<file path="config.mk">
export PLATFORM = sky130hd
export DESIGN_NAME = task_event_flag_unit_top
export DESIGN_NICKNAME = d
export VERILOG_FILES = /design/src/hdl/efu_pkg.sv /design/src/hdl/efu_slot_store.sv /design/src/hdl/efu_op_logic.sv /design/src/hdl/task_event_flag_unit_top.sv
export SDC_FILE = /design/constraint.sdc
export NUM_CORES = 1
export LEC_CHECK = 0
export BUFFER_PORTS_ARGS = -buffer_cell sky130_fd_sc_hd__buf_2
export CORE_MARGIN = 2
export CORE_UTILIZATION = 45
export DETAILED_ROUTE_END_ITERATION = 10
export SLEW_MARGIN = 10
export SYNTH_ARGS = -nofsm -noshare
export SYNTH_HDL_FRONTEND = slang
export SYNTH_SLANG_ARGS = --single-unit
</file>
<file path="constraint.sdc">
create_clock -name clk -period 7.3 [get_ports clk]
set_input_delay 0.73 -clock clk [delete_from_list [all_inputs] [get_ports clk]]
set_output_delay 0.73 -clock clk [all_outputs]
set_load 0.05 [all_outputs]
</file>
<file path="src/hdl/efu_pkg.sv">
// shared types, codes and defaults for the task event flag unit
`default_nettype none

package efu_pkg;

  // default sizes
  localparam int TASK_SLOTS_DEF = 8;
  localparam int FLAG_BITS_DEF  = 32;

  // fixed port widths
  localparam int FUNC_W = 3;
  localparam int TASK_W = 3;
  localparam int MASK_W = 32;

  // operation codes
  typedef enum logic [FUNC_W-1:0] {
    FN_SEND      = 3'd0,
    FN_RECEIVE   = 3'd1,
    FN_FETCH     = 3'd2,
    FN_CLEAR     = 3'd3,
    FN_COLLECT   = 3'd4,
    FN_TIMEOUT   = 3'd5,
    FN_TERMINATE = 3'd6
  } func_t;

  // result status codes
  typedef enum logic [2:0] {
    ST_OK        = 3'd0,
    ST_NO_EVENTS = 3'd1,
    ST_UNAVAIL   = 3'd2,
    ST_PENDING   = 3'd3,
    ST_TIMED_OUT = 3'd4,
    ST_DELETED   = 3'd5
  } status_t;

  // wait modes of a receive
  typedef struct packed {
    logic keep_unwanted;
    logic return_all;
    logic wait_all;
  } mode_t;

  // per-slot control bits
  typedef struct packed {
    mode_t modes;
    logic  waiting;
    logic  deleted;
  } slot_ctl_t;

endpackage

`default_nettype wire

</file>
<file path="src/hdl/efu_slot_store.sv">
// per-slot flag table: received flags, wanted flags and control bits
`default_nettype none

module efu_slot_store
  import efu_pkg::*;
#(
  parameter int TASK_SLOTS = TASK_SLOTS_DEF,
  parameter int FLAG_BITS  = FLAG_BITS_DEF,
  parameter int SLOT_W     = (TASK_SLOTS > 1) ? $clog2(TASK_SLOTS) : 1
) (
  input  wire logic                 clk,
  input  wire logic                 rst,
  input  wire logic [SLOT_W-1:0]    rd_idx,
  output logic      [FLAG_BITS-1:0] rd_recv,
  output logic      [FLAG_BITS-1:0] rd_want,
  output slot_ctl_t                 rd_ctl,
  input  wire logic                 wr_en,
  input  wire logic [SLOT_W-1:0]    wr_idx,
  input  wire logic [FLAG_BITS-1:0] wr_recv,
  input  wire logic [FLAG_BITS-1:0] wr_want,
  input  slot_ctl_t                 wr_ctl
);

  logic [FLAG_BITS-1:0] recv [TASK_SLOTS];
  logic [FLAG_BITS-1:0] want [TASK_SLOTS];
  slot_ctl_t            ctl  [TASK_SLOTS];

  // table update, cleared on reset
  always_ff @(posedge clk) begin
    if (rst) begin
      for (int i = 0; i < TASK_SLOTS; i++) begin
        recv[i] <= '0;
        want[i] <= '0;
        ctl[i]  <= '0;
      end
    end else if (wr_en) begin
      recv[wr_idx] <= wr_recv;
      want[wr_idx] <= wr_want;
      ctl[wr_idx]  <= wr_ctl;
    end
  end

  // read of the slot under work
  assign rd_recv = recv[rd_idx];
  assign rd_want = want[rd_idx];
  assign rd_ctl  = ctl[rd_idx];

endmodule

`default_nettype wire

</file>
<file path="src/hdl/efu_op_logic.sv">
// operation decode: next slot entry and result for one request
`default_nettype none

module efu_op_logic
  import efu_pkg::*;
#(
  parameter int FLAG_BITS = FLAG_BITS_DEF
) (
  input  func_t                     func,
  input  wire logic [FLAG_BITS-1:0] mask,
  input  mode_t                     modes,
  input  wire logic                 no_wait,
  input  wire logic [FLAG_BITS-1:0] cur_recv,
  input  wire logic [FLAG_BITS-1:0] cur_want,
  input  slot_ctl_t                 cur_ctl,
  output logic      [FLAG_BITS-1:0] nxt_recv,
  output logic      [FLAG_BITS-1:0] nxt_want,
  output slot_ctl_t                 nxt_ctl,
  output status_t                   res_status,
  output logic      [FLAG_BITS-1:0] res_events,
  output logic                      res_wake
);

  logic [FLAG_BITS-1:0] sent_recv;
  logic [FLAG_BITS-1:0] want_hit;
  logic                 send_met;
  logic [FLAG_BITS-1:0] rx_hit;
  logic                 rx_sat;
  logic [FLAG_BITS-1:0] tk_mask;
  mode_t                tk_modes;
  logic                 tk_all_ok;
  logic [FLAG_BITS-1:0] tk_back;
  logic [FLAG_BITS-1:0] tk_left;

  // wait check after a send
  assign sent_recv = cur_recv | mask;
  assign want_hit  = cur_want & sent_recv;
  assign send_met  = (want_hit == cur_want) ||
                     (!cur_ctl.modes.wait_all && (want_hit != '0));

  // receive match in any or all mode
  assign rx_hit = mask & cur_recv;
  assign rx_sat = modes.wait_all ? (rx_hit == mask) : (rx_hit != '0);

  // shared hand-back and clear; receive uses the request, others the stored wait
  always_comb begin
    if (func == FN_RECEIVE) begin
      tk_mask   = mask;
      tk_modes  = modes;
      tk_all_ok = rx_sat && modes.wait_all;
    end else begin
      tk_mask   = cur_want;
      tk_modes  = cur_ctl.modes;
      tk_all_ok = 1'b0;
    end
  end

  always_comb begin
    if (tk_modes.return_all) begin
      tk_back = cur_recv;
    end else if (tk_all_ok) begin
      tk_back = tk_mask;
    end else begin
      tk_back = tk_mask & cur_recv;
    end
    if (tk_modes.keep_unwanted && !tk_modes.return_all) begin
      tk_left = cur_recv & ~tk_mask;
    end else begin
      tk_left = '0;
    end
  end

  // per-operation next state and result
  always_comb begin
    nxt_recv   = cur_recv;
    nxt_want   = cur_want;
    nxt_ctl    = cur_ctl;
    res_status = ST_OK;
    res_events = '0;
    res_wake   = 1'b0;
    case (func)
      FN_SEND: begin
        nxt_recv = sent_recv;
        if (cur_ctl.waiting && send_met) begin
          nxt_ctl.waiting = 1'b0;
          res_wake        = 1'b1;
        end
      end
      FN_RECEIVE: begin
        if (mask == '0) begin
          res_status = ST_NO_EVENTS;
        end else if (rx_sat) begin
          res_events = tk_back;
          nxt_recv   = tk_left;
        end else if (no_wait) begin
          res_events = tk_back;
          nxt_recv   = tk_left;
          res_status = ST_UNAVAIL;
        end else begin
          nxt_want        = mask;
          nxt_ctl.modes   = modes;
          nxt_ctl.waiting = 1'b1;
          nxt_ctl.deleted = 1'b0;
          res_status      = ST_PENDING;
        end
      end
      FN_FETCH: begin
        res_events = cur_recv;
      end
      FN_CLEAR: begin
        nxt_recv = '0;
      end
      FN_COLLECT: begin
        if (cur_ctl.waiting) begin
          res_status = ST_PENDING;
        end else begin
          res_events = tk_back;
          nxt_recv   = tk_left;
          if (cur_ctl.deleted) begin
            nxt_ctl.deleted = 1'b0;
            res_status      = ST_DELETED;
          end
        end
      end
      FN_TIMEOUT: begin
        if (cur_ctl.waiting) begin
          nxt_ctl.waiting = 1'b0;
          res_events      = tk_back;
          nxt_recv        = tk_left;
          res_status      = ST_TIMED_OUT;
        end
      end
      FN_TERMINATE: begin
        if (cur_ctl.waiting) begin
          nxt_ctl.waiting = 1'b0;
          nxt_ctl.deleted = 1'b1;
          res_wake        = 1'b1;
        end
      end
      default: begin
      end
    endcase
  end

endmodule

`default_nettype wire

</file>
<file path="src/hdl/task_event_flag_unit_top.sv">
// top level of the task event flag unit: request register, slot table, result register
`default_nettype none

// Event flag unit for up to TASK_SLOTS task slots with FLAG_BITS flags each. Every
// request (send, receive, fetch, clear, collect, timeout, terminate) gives exactly
// one result. A request is registered on acceptance; from the request register the
// slot table entry is read, updated and written back while the result is loaded
// into the output register. One request is taken every cycle while the output is
// not stalled, and the read-modify-write of the slot table for each request lets
// back-to-back requests on the same slot see each other's updates. Requests
// naming a slot at or above TASK_SLOTS, and the unused operation code, return an
// all-zero result and change nothing.
module task_event_flag_unit_top
  import efu_pkg::*;
#(
  parameter int TASK_SLOTS = TASK_SLOTS_DEF,
  parameter int FLAG_BITS  = FLAG_BITS_DEF
) (
  input  wire logic              clk,
  input  wire logic              rst,
  input  wire logic              in_valid,
  output logic                   in_stall,
  input  wire logic [FUNC_W-1:0] func,
  input  wire logic [TASK_W-1:0] task_req,
  input  wire logic [MASK_W-1:0] event_mask,
  input  wire logic              wait_all,
  input  wire logic              return_all,
  input  wire logic              keep_unwanted,
  input  wire logic              no_wait,
  output logic                   out_valid,
  input  wire logic              out_stall,
  output logic [2:0]             status,
  output logic [MASK_W-1:0]      events_out,
  output logic                   wake,
  output logic [TASK_W-1:0]      wake_task
);

  localparam int SLOT_W = (TASK_SLOTS > 1) ? $clog2(TASK_SLOTS) : 1;

  // request register
  logic                 req_valid;
  func_t                req_func;
  logic [TASK_W-1:0]    req_task;
  logic [FLAG_BITS-1:0] req_mask;
  mode_t                req_modes;
  logic                 req_no_wait;

  // pipeline control
  logic advance;
  logic fire;
  logic slot_ok;
  logic [SLOT_W-1:0] slot_idx;

  // table read and update
  logic [FLAG_BITS-1:0] cur_recv;
  logic [FLAG_BITS-1:0] cur_want;
  slot_ctl_t            cur_ctl;
  logic [FLAG_BITS-1:0] nxt_recv;
  logic [FLAG_BITS-1:0] nxt_want;
  slot_ctl_t            nxt_ctl;
  status_t              res_status;
  logic [FLAG_BITS-1:0] res_events;
  logic                 res_wake;

  assign advance  = !out_valid || !out_stall;
  assign fire     = req_valid && advance;
  assign in_stall = req_valid && !advance;

  assign slot_ok  = (32'(req_task) < 32'(TASK_SLOTS));
  assign slot_idx = SLOT_W'(req_task);

  // capture request
  always_ff @(posedge clk) begin
    if (rst) begin
      req_valid <= 1'b0;
    end else if (!in_stall) begin
      req_valid <= in_valid;
    end
  end

  always_ff @(posedge clk) begin
    if (in_valid && !in_stall) begin
      req_func    <= func_t'(func);
      req_task    <= task_req;
      req_mask    <= FLAG_BITS'(event_mask);
      req_modes   <= '{keep_unwanted: keep_unwanted, return_all: return_all,
                       wait_all: wait_all};
      req_no_wait <= no_wait;
    end
  end

  // slot table
  efu_slot_store #(
    .TASK_SLOTS (TASK_SLOTS),
    .FLAG_BITS  (FLAG_BITS),
    .SLOT_W     (SLOT_W)
  ) u_store (
    .clk     (clk),
    .rst     (rst),
    .rd_idx  (slot_idx),
    .rd_recv (cur_recv),
    .rd_want (cur_want),
    .rd_ctl  (cur_ctl),
    .wr_en   (fire && slot_ok),
    .wr_idx  (slot_idx),
    .wr_recv (nxt_recv),
    .wr_want (nxt_want),
    .wr_ctl  (nxt_ctl)
  );

  // operation logic
  efu_op_logic #(
    .FLAG_BITS (FLAG_BITS)
  ) u_op (
    .func       (req_func),
    .mask       (req_mask),
    .modes      (req_modes),
    .no_wait    (req_no_wait),
    .cur_recv   (cur_recv),
    .cur_want   (cur_want),
    .cur_ctl    (cur_ctl),
    .nxt_recv   (nxt_recv),
    .nxt_want   (nxt_want),
    .nxt_ctl    (nxt_ctl),
    .res_status (res_status),
    .res_events (res_events),
    .res_wake   (res_wake)
  );

  // result register
  always_ff @(posedge clk) begin
    if (rst) begin
      out_valid <= 1'b0;
    end else if (advance) begin
      out_valid <= req_valid;
    end
  end

  always_ff @(posedge clk) begin
    if (fire) begin
      if (slot_ok) begin
        status     <= res_status;
        events_out <= MASK_W'(res_events);
        wake       <= res_wake;
        wake_task  <= res_wake ? req_task : '0;
      end else begin
        status     <= ST_OK;
        events_out <= '0;
        wake       <= 1'b0;
        wake_task  <= '0;
      end
    end
  end

endmodule

`default_nettype wire

</file>
==> qor.csv, run 1 <==
metric;value;unit
cts_root_buffer;clkbuf_16;
area_growth;12.2;%
syn_area_per_cell;12.6;sq um
fmax;0.174;GHz
via_per_inst;6.51;
worstPathMaxFanout;34;
slew_headroom;16.3;%
vias;22700;
synth_edf_count;633;
rsz0062_at_grt;false;
synth_top_area_share;61.0;%
status;complete, no violations;
drt_pass1_iterations;6;
diodes;0;
num_io_pins;87;
grt_pass1_wl;152;mm
synthFlopType;edfxtp_1;
synth_area;31200;sq um
setup_tns;0;ns
endpoint_kind;flip-flop;
drc_errors;0;
cts_tree;built;
post-route-cell-area;35000;sq um
post_cts_resized;0;
reg2reg_slack;1.55;ns
grt_max_degree;74;
seq_area_frac_synth;61.3;%
peakVddDrop;0.198;mV
clock_skew;0.0295;ns
yosys-top-cells-area;edfxtp_1 61%, mux4_2 8.0%, nor2_1 5.4%, mux2i_1 3.0%, nor4_1 2.7%;
synth_fp_nets;2510;
power.density;267;nW/um^2
antenna_found_initial;2;
instances_no_fill;3484;
ys_types;78;
die-area;71300;sq um
reg2reg_depth;10;
min_from;event_mask[9];
ant_nets;0;
leakage;12.1;nW
drt_iter0_drc;3172;
postCtsSetupBuffers;0;
cts_buffer_depth;3;
cp.arrival;6.23;ns
die_height;267;microns
r2r-end;u_store.ctl[5][4];
wl;104;mm
fin_nets;2541;
start_kind;flip-flop;
clkTransAtPathRegs;0.07;ns
postLayoutCoreUtil;51.0;%
syn_inst;2464;
hold_path_end;req_mask[9];
grtUsageTotal;29.3;%
whs_path_depth;1;
yosys_warnings;0;
row_count;96;
async_flop_share;0;%
htreeDepth;3;
report.power.total;0.00933;W
finalHoldViolations;0;
hold_class;in -> reg;
setup.worst_path.class;reg -> reg;
cts_inserted_buffers;71;
fin_crit;5.75;ns
core;68600;sq um
synth-seq-cells;638;
maxSlewViolCount;0;
hold_buffers;0;
die_w;267;microns
dp_hpwl;61.4;mm
max_cap_viol_count;0;
wl_per_cell;29.8;microns
grt_remaining_overflow;0;
yosys.area.top_type;edfxtp_1;
dp.cells;3353;
cts_sinks;638;
setup_viol;0;
initial_core_util;45.4;%
crit_required;7.78;ns
routabilityCongestion;0.942;
numPortBuffers;86;
finalCritPeriodShare;78.7;%
grt_pass1_vias;22200;
worst_slew_pin_slew;1.26;ns
dpl-instance-area;32600;sq um
drive_gt1_share;19.0;%
clk_latency;0.63;ns
## power breakdown
| part | internal [W] | total (W) | switching [W] |
|---|---|---|---|
| Combinational | 0.000425 | 0.00140 | 0.000975 |
| Sequential | 0.00418 | 0.00429 | 0.000105 |
| Clock | 0.00211 | 0.00364 | 0.00153 |
## worst max-delay path by stage
stage | from | to | depth (start not counted)
floorplan | out_stall | u_store.ctl[7][0] | 6
global placement | flip-flop | u_store.ctl[0][4] | 10
detailed placement | flip-flop | u_store.ctl[5][4] | 11
CTS | flip-flop | u_store.ctl[3][4] | 11
global route | flip-flop | u_store.ctl[5][4] | 11
finish | flip-flop | u_store.ctl[5][4] | 10
## area by class of cell
cell class / count / area [sq um]
clock buffers: 84 / 1880
clock inverters: 47 / 488
fillers: 5911 / 33600
inverters: 34 / 128
multi-input cells: 1606 / 11200
flip-flops and latches: 638 / 19100
well taps: 931 / 1160
repair buffers: 144 / 963
## layout by cell type, fill, tap and decap left out, drive strengths merged, types with 4 or more instances in the layout
cell and count:
clkinvlp 7, a31o 5, mux4 110, nor3b 40
a22o 9, o21a 6, and2 15, edfxtp 633
mux2i 95, nand3 17, nand2b 15, o22ai 28
buf 144, o2111ai 4, nor3 36, bufinv 7
nor4 135, clkbuf 84, nand2 129, nor2 450
nand3b 10, o21ai 160, a22oi 39, o31ai 9
nor2b 31, nand4 21, dfxtp 5, a2bb2oi 12
inv 37, clkinv 30, mux2 25, o41ai 11
and3 5, a21oi 141
## state kept, by name, indices dropped and copies added (netlist names), named ones only
signal	count
events_out	32
out_valid	1
req_func	3
req_mask	32
req_modes	3
req_no_wait	1
req_task	3
req_valid	1
status	3
u_store.ctl	40
u_store.recv	256
u_store.want	256
wake	1
wake_task	3
## synthesized netlist by cell type, types with 15 or more instances
library cell  number
a21oi_1          140
a22oi_1           39
clkbuf_1         138
edfxtp_1         633
inv_1             33
mux2_2            25
mux2i_1           92
mux4_2           110
nand2_1          129
nand2b_1          15
nand3_1           16
nand4_1           21
nor2_1           450
nor2b_1           31
nor3_1            36
nor3b_1           39
nor4_1           133
o21ai_0          111
o21ai_1           19
o21ai_2           30
o22ai_1           28
## routing by layer
metal  part of all wire (%)  routed length (microns)  global-route usage (%)
met3                     10                    10800                    4.46
met2                     46                    47600                    45.1
met4                    4.2                     4350                    12.3
met5                  0.013                       13                       0
met1                     40                    41200                    41.7
## through the flow
step / worst slack, ns / hold slack, ns
6_report: 1.55 / 0.273
2_1_floorplan: 3.60 / 0.458
3_3_place_gp: 1.34 / 0.474
4_1_cts: 1.66 / 0.249
5_1_grt: 1.35 / 0.267
3_5_place_dp: 1.67 / 0.499
## kinds of logic after synthesis
group	Yosys count	synth area share (%)
XOR/XNOR	1	0.0281
flip-flops	638	61.3
AO/OA/AOI/OAI	458	9.53
buffers and inverters	220	3.25
AND/OR/NAND/NOR	917	13.9
multiplexers	230	11.9
## critical path, cell delays in order (launching register included)
cell	delay, ns
dfxtp_4	0.51
and2_0	0.68
a22o_1	0.42
a221oi_2	0.51
o2bb2ai_1	0.29
nor4_2	0.48
a311o_2	0.94
nand2b_2	0.72
buf_4	0.59
o21ai_1	0.29
nor2_1	0.16
Power figures use the tool's default switching activity.
==> inputs of run 2 (changes only) <==
==> constraint.sdc (replaced) <==
create_clock -name clk -period 5.4 [get_ports clk]
set_input_delay 0.54 -clock clk [delete_from_list [all_inputs] [get_ports clk]]
set_output_delay 0.54 -clock clk [all_outputs]
set_load 0.05 [all_outputs]
==> qor.csv, run 2 (synthesized netlist as in run 1, its figures left out) <==
metric;value;unit
r2r-end;u_store.recv[2][19];
cts_root_buffer;clkbuf_16;
fmax;0.205;GHz
setup_tns;0;ns
drt_iter0_drc;2990;
diodes;0;
fin_nets;2570;
clkTransAtPathRegs;0.06;ns
status;complete, no violations;
drive_gt1_share;19.5;%
cts_tree;built;
cts_inserted_buffers;70;
start_kind;flip-flop;
worst_slew_pin_slew;1.20;ns
crit_required;5.80;ns
wl_per_cell;29.9;microns
grt_max_degree;53;
cp_top_family;simple AND/OR/NAND/NOR gates;
power.density;360;nW/um^2
final_common_cell;edfxtp_1;
hold_path_end;req_func[1];
layout_common_cells;633 x edfxtp_1, 450 x nor2_1, 140 x a21oi_1;
largest_registers;u_store.recv x256, u_store.want x256, u_store.ctl x40;
crit_chain;buf_12 -> mux4_2 -> mux2_2 -> a22oi_1 -> nand4_1 -> nor4_2 -> a31o_2 -> nand3_2 -> buf_4 -> o21a_1 -> nor4_1;
endpoint_kind;flip-flop;
num_io_pins;87;
die_w;267;microns
worstPathMaxFanout;31;
leakage;12.3;nW
htreeDepth;3;
ant_nets;0;
wl;105;mm
cts_buffer_depth;3;
cp_slowest_stage_delay;0.55;ns
critPathBufInv;2;
grtUsageTotal;29.4;%
row_count;96;
routabilityCongestion;0.969;
grt_pass1_vias;22000;
area_growth;13.0;%
maxSlewViolCount;0;
fin_crit;4.89;ns
grt_remaining_overflow;0;
drc_errors;0;
postLayoutCoreUtil;51.3;%
die-area;71300;sq um
numPortBuffers;86;
cp.arrival;5.29;ns
hold_buffers;0;
dp_hpwl;62.3;mm
hold_class;in -> reg;
initial_core_util;45.4;%
antenna_found_initial;2;
clock_skew;0.0299;ns
max_cap_viol_count;0;
post_cts_resized;0;
reg2reg_slack;0.51;ns
setup_viol;0;
core;68600;sq um
finalCritPeriodShare;90.5;%
grt_pass1_wl;152;mm
cts_sinks;638;
reg2reg_depth;11;
peakVddDrop;0.326;mV
report.power.total;0.0127;W
postCtsSetupBuffers;0;
crit_slowest_cell;dfxtp_4;
rsz0062_at_grt;false;
min_from;func[1];
clk_latency;0.62;ns
via_per_inst;6.50;
setup.worst_path.class;reg -> reg;
die_height;267;microns
slew_headroom;19.4;%
whs_path_depth;1;
finalHoldViolations;0;
vias;22800;
drt_pass1_iterations;8;
run 2: where the power goes:
group | leakage [nW] | switching (W) | internal [W]
registers | 6.55 | 0.000148 | 0.00565
logic | 4.60 | 0.00133 | 0.000605
clock network | 1.14 | 0.00199 | 0.00293
total | 12.3 | 0.00347 | 0.00919
run 2: worst register-to-register path: cells and delay by family, from the launching register on:
kind,cells,cell delay (ns)
simple gates,4,1.61
compound gates,3,0.83
flops,1,0.55
mux,2,0.98
buf+inv,2,0.73
run 2: layer usage:
layer / track usage (%) / share of wire, % / routed length, microns
met3: 6.08 / 11 / 11400
met2: 44.9 / 45 / 47700
met4: 12.1 / 3.9 / 4050
met5: 0 / 0 / 0
met1: 41.1 / 40 / 42000
run 2: how the worst max path moves through the flow:
stage	start	to	slack (ns)	depth (start not counted)
final	flip-flop	u_store.recv[2][19]	0.51	11
after global routing	flip-flop	u_store.recv[7][19]	0.36	11
after CTS	flip-flop	u_store.recv[7][19]	0.63	11
after detailed placement	flip-flop	u_store.recv[2][19]	0.62	11
after global placement	flip-flop	u_store.recv[3][19]	0.73	11
after floorplan	out_valid	u_store.ctl[7][0]	1.89	6
run 2: final cells by class:
| cell class | instances | area, sq um |
|---|---|---|
| multi-input combinational | 1606 | 11200 |
| tap | 931 | 1160 |
| clock buffer | 83 | 1840 |
| sequential | 638 | 19100 |
| clock inverter | 44 | 490 |
| timing repair buffer | 174 | 1240 |
| inverter | 34 | 128 |
| fill | 5879 | 33400 |
run 2: through the flow:
stage          instance area (sq um)  hold slack, ns  std cells  setup slack [ns]
6_report                       35200          0.0918       3510             0.511
3_5_place_dp                   32900           0.498       3383             0.618
5_1_grt                        35200          0.0883       3510             0.359
4_1_cts                        35200          0.0684       3510             0.627
2_1_floorplan                  31200           0.458       2464              1.89
3_3_place_gp                   32900           0.474       3383             0.730
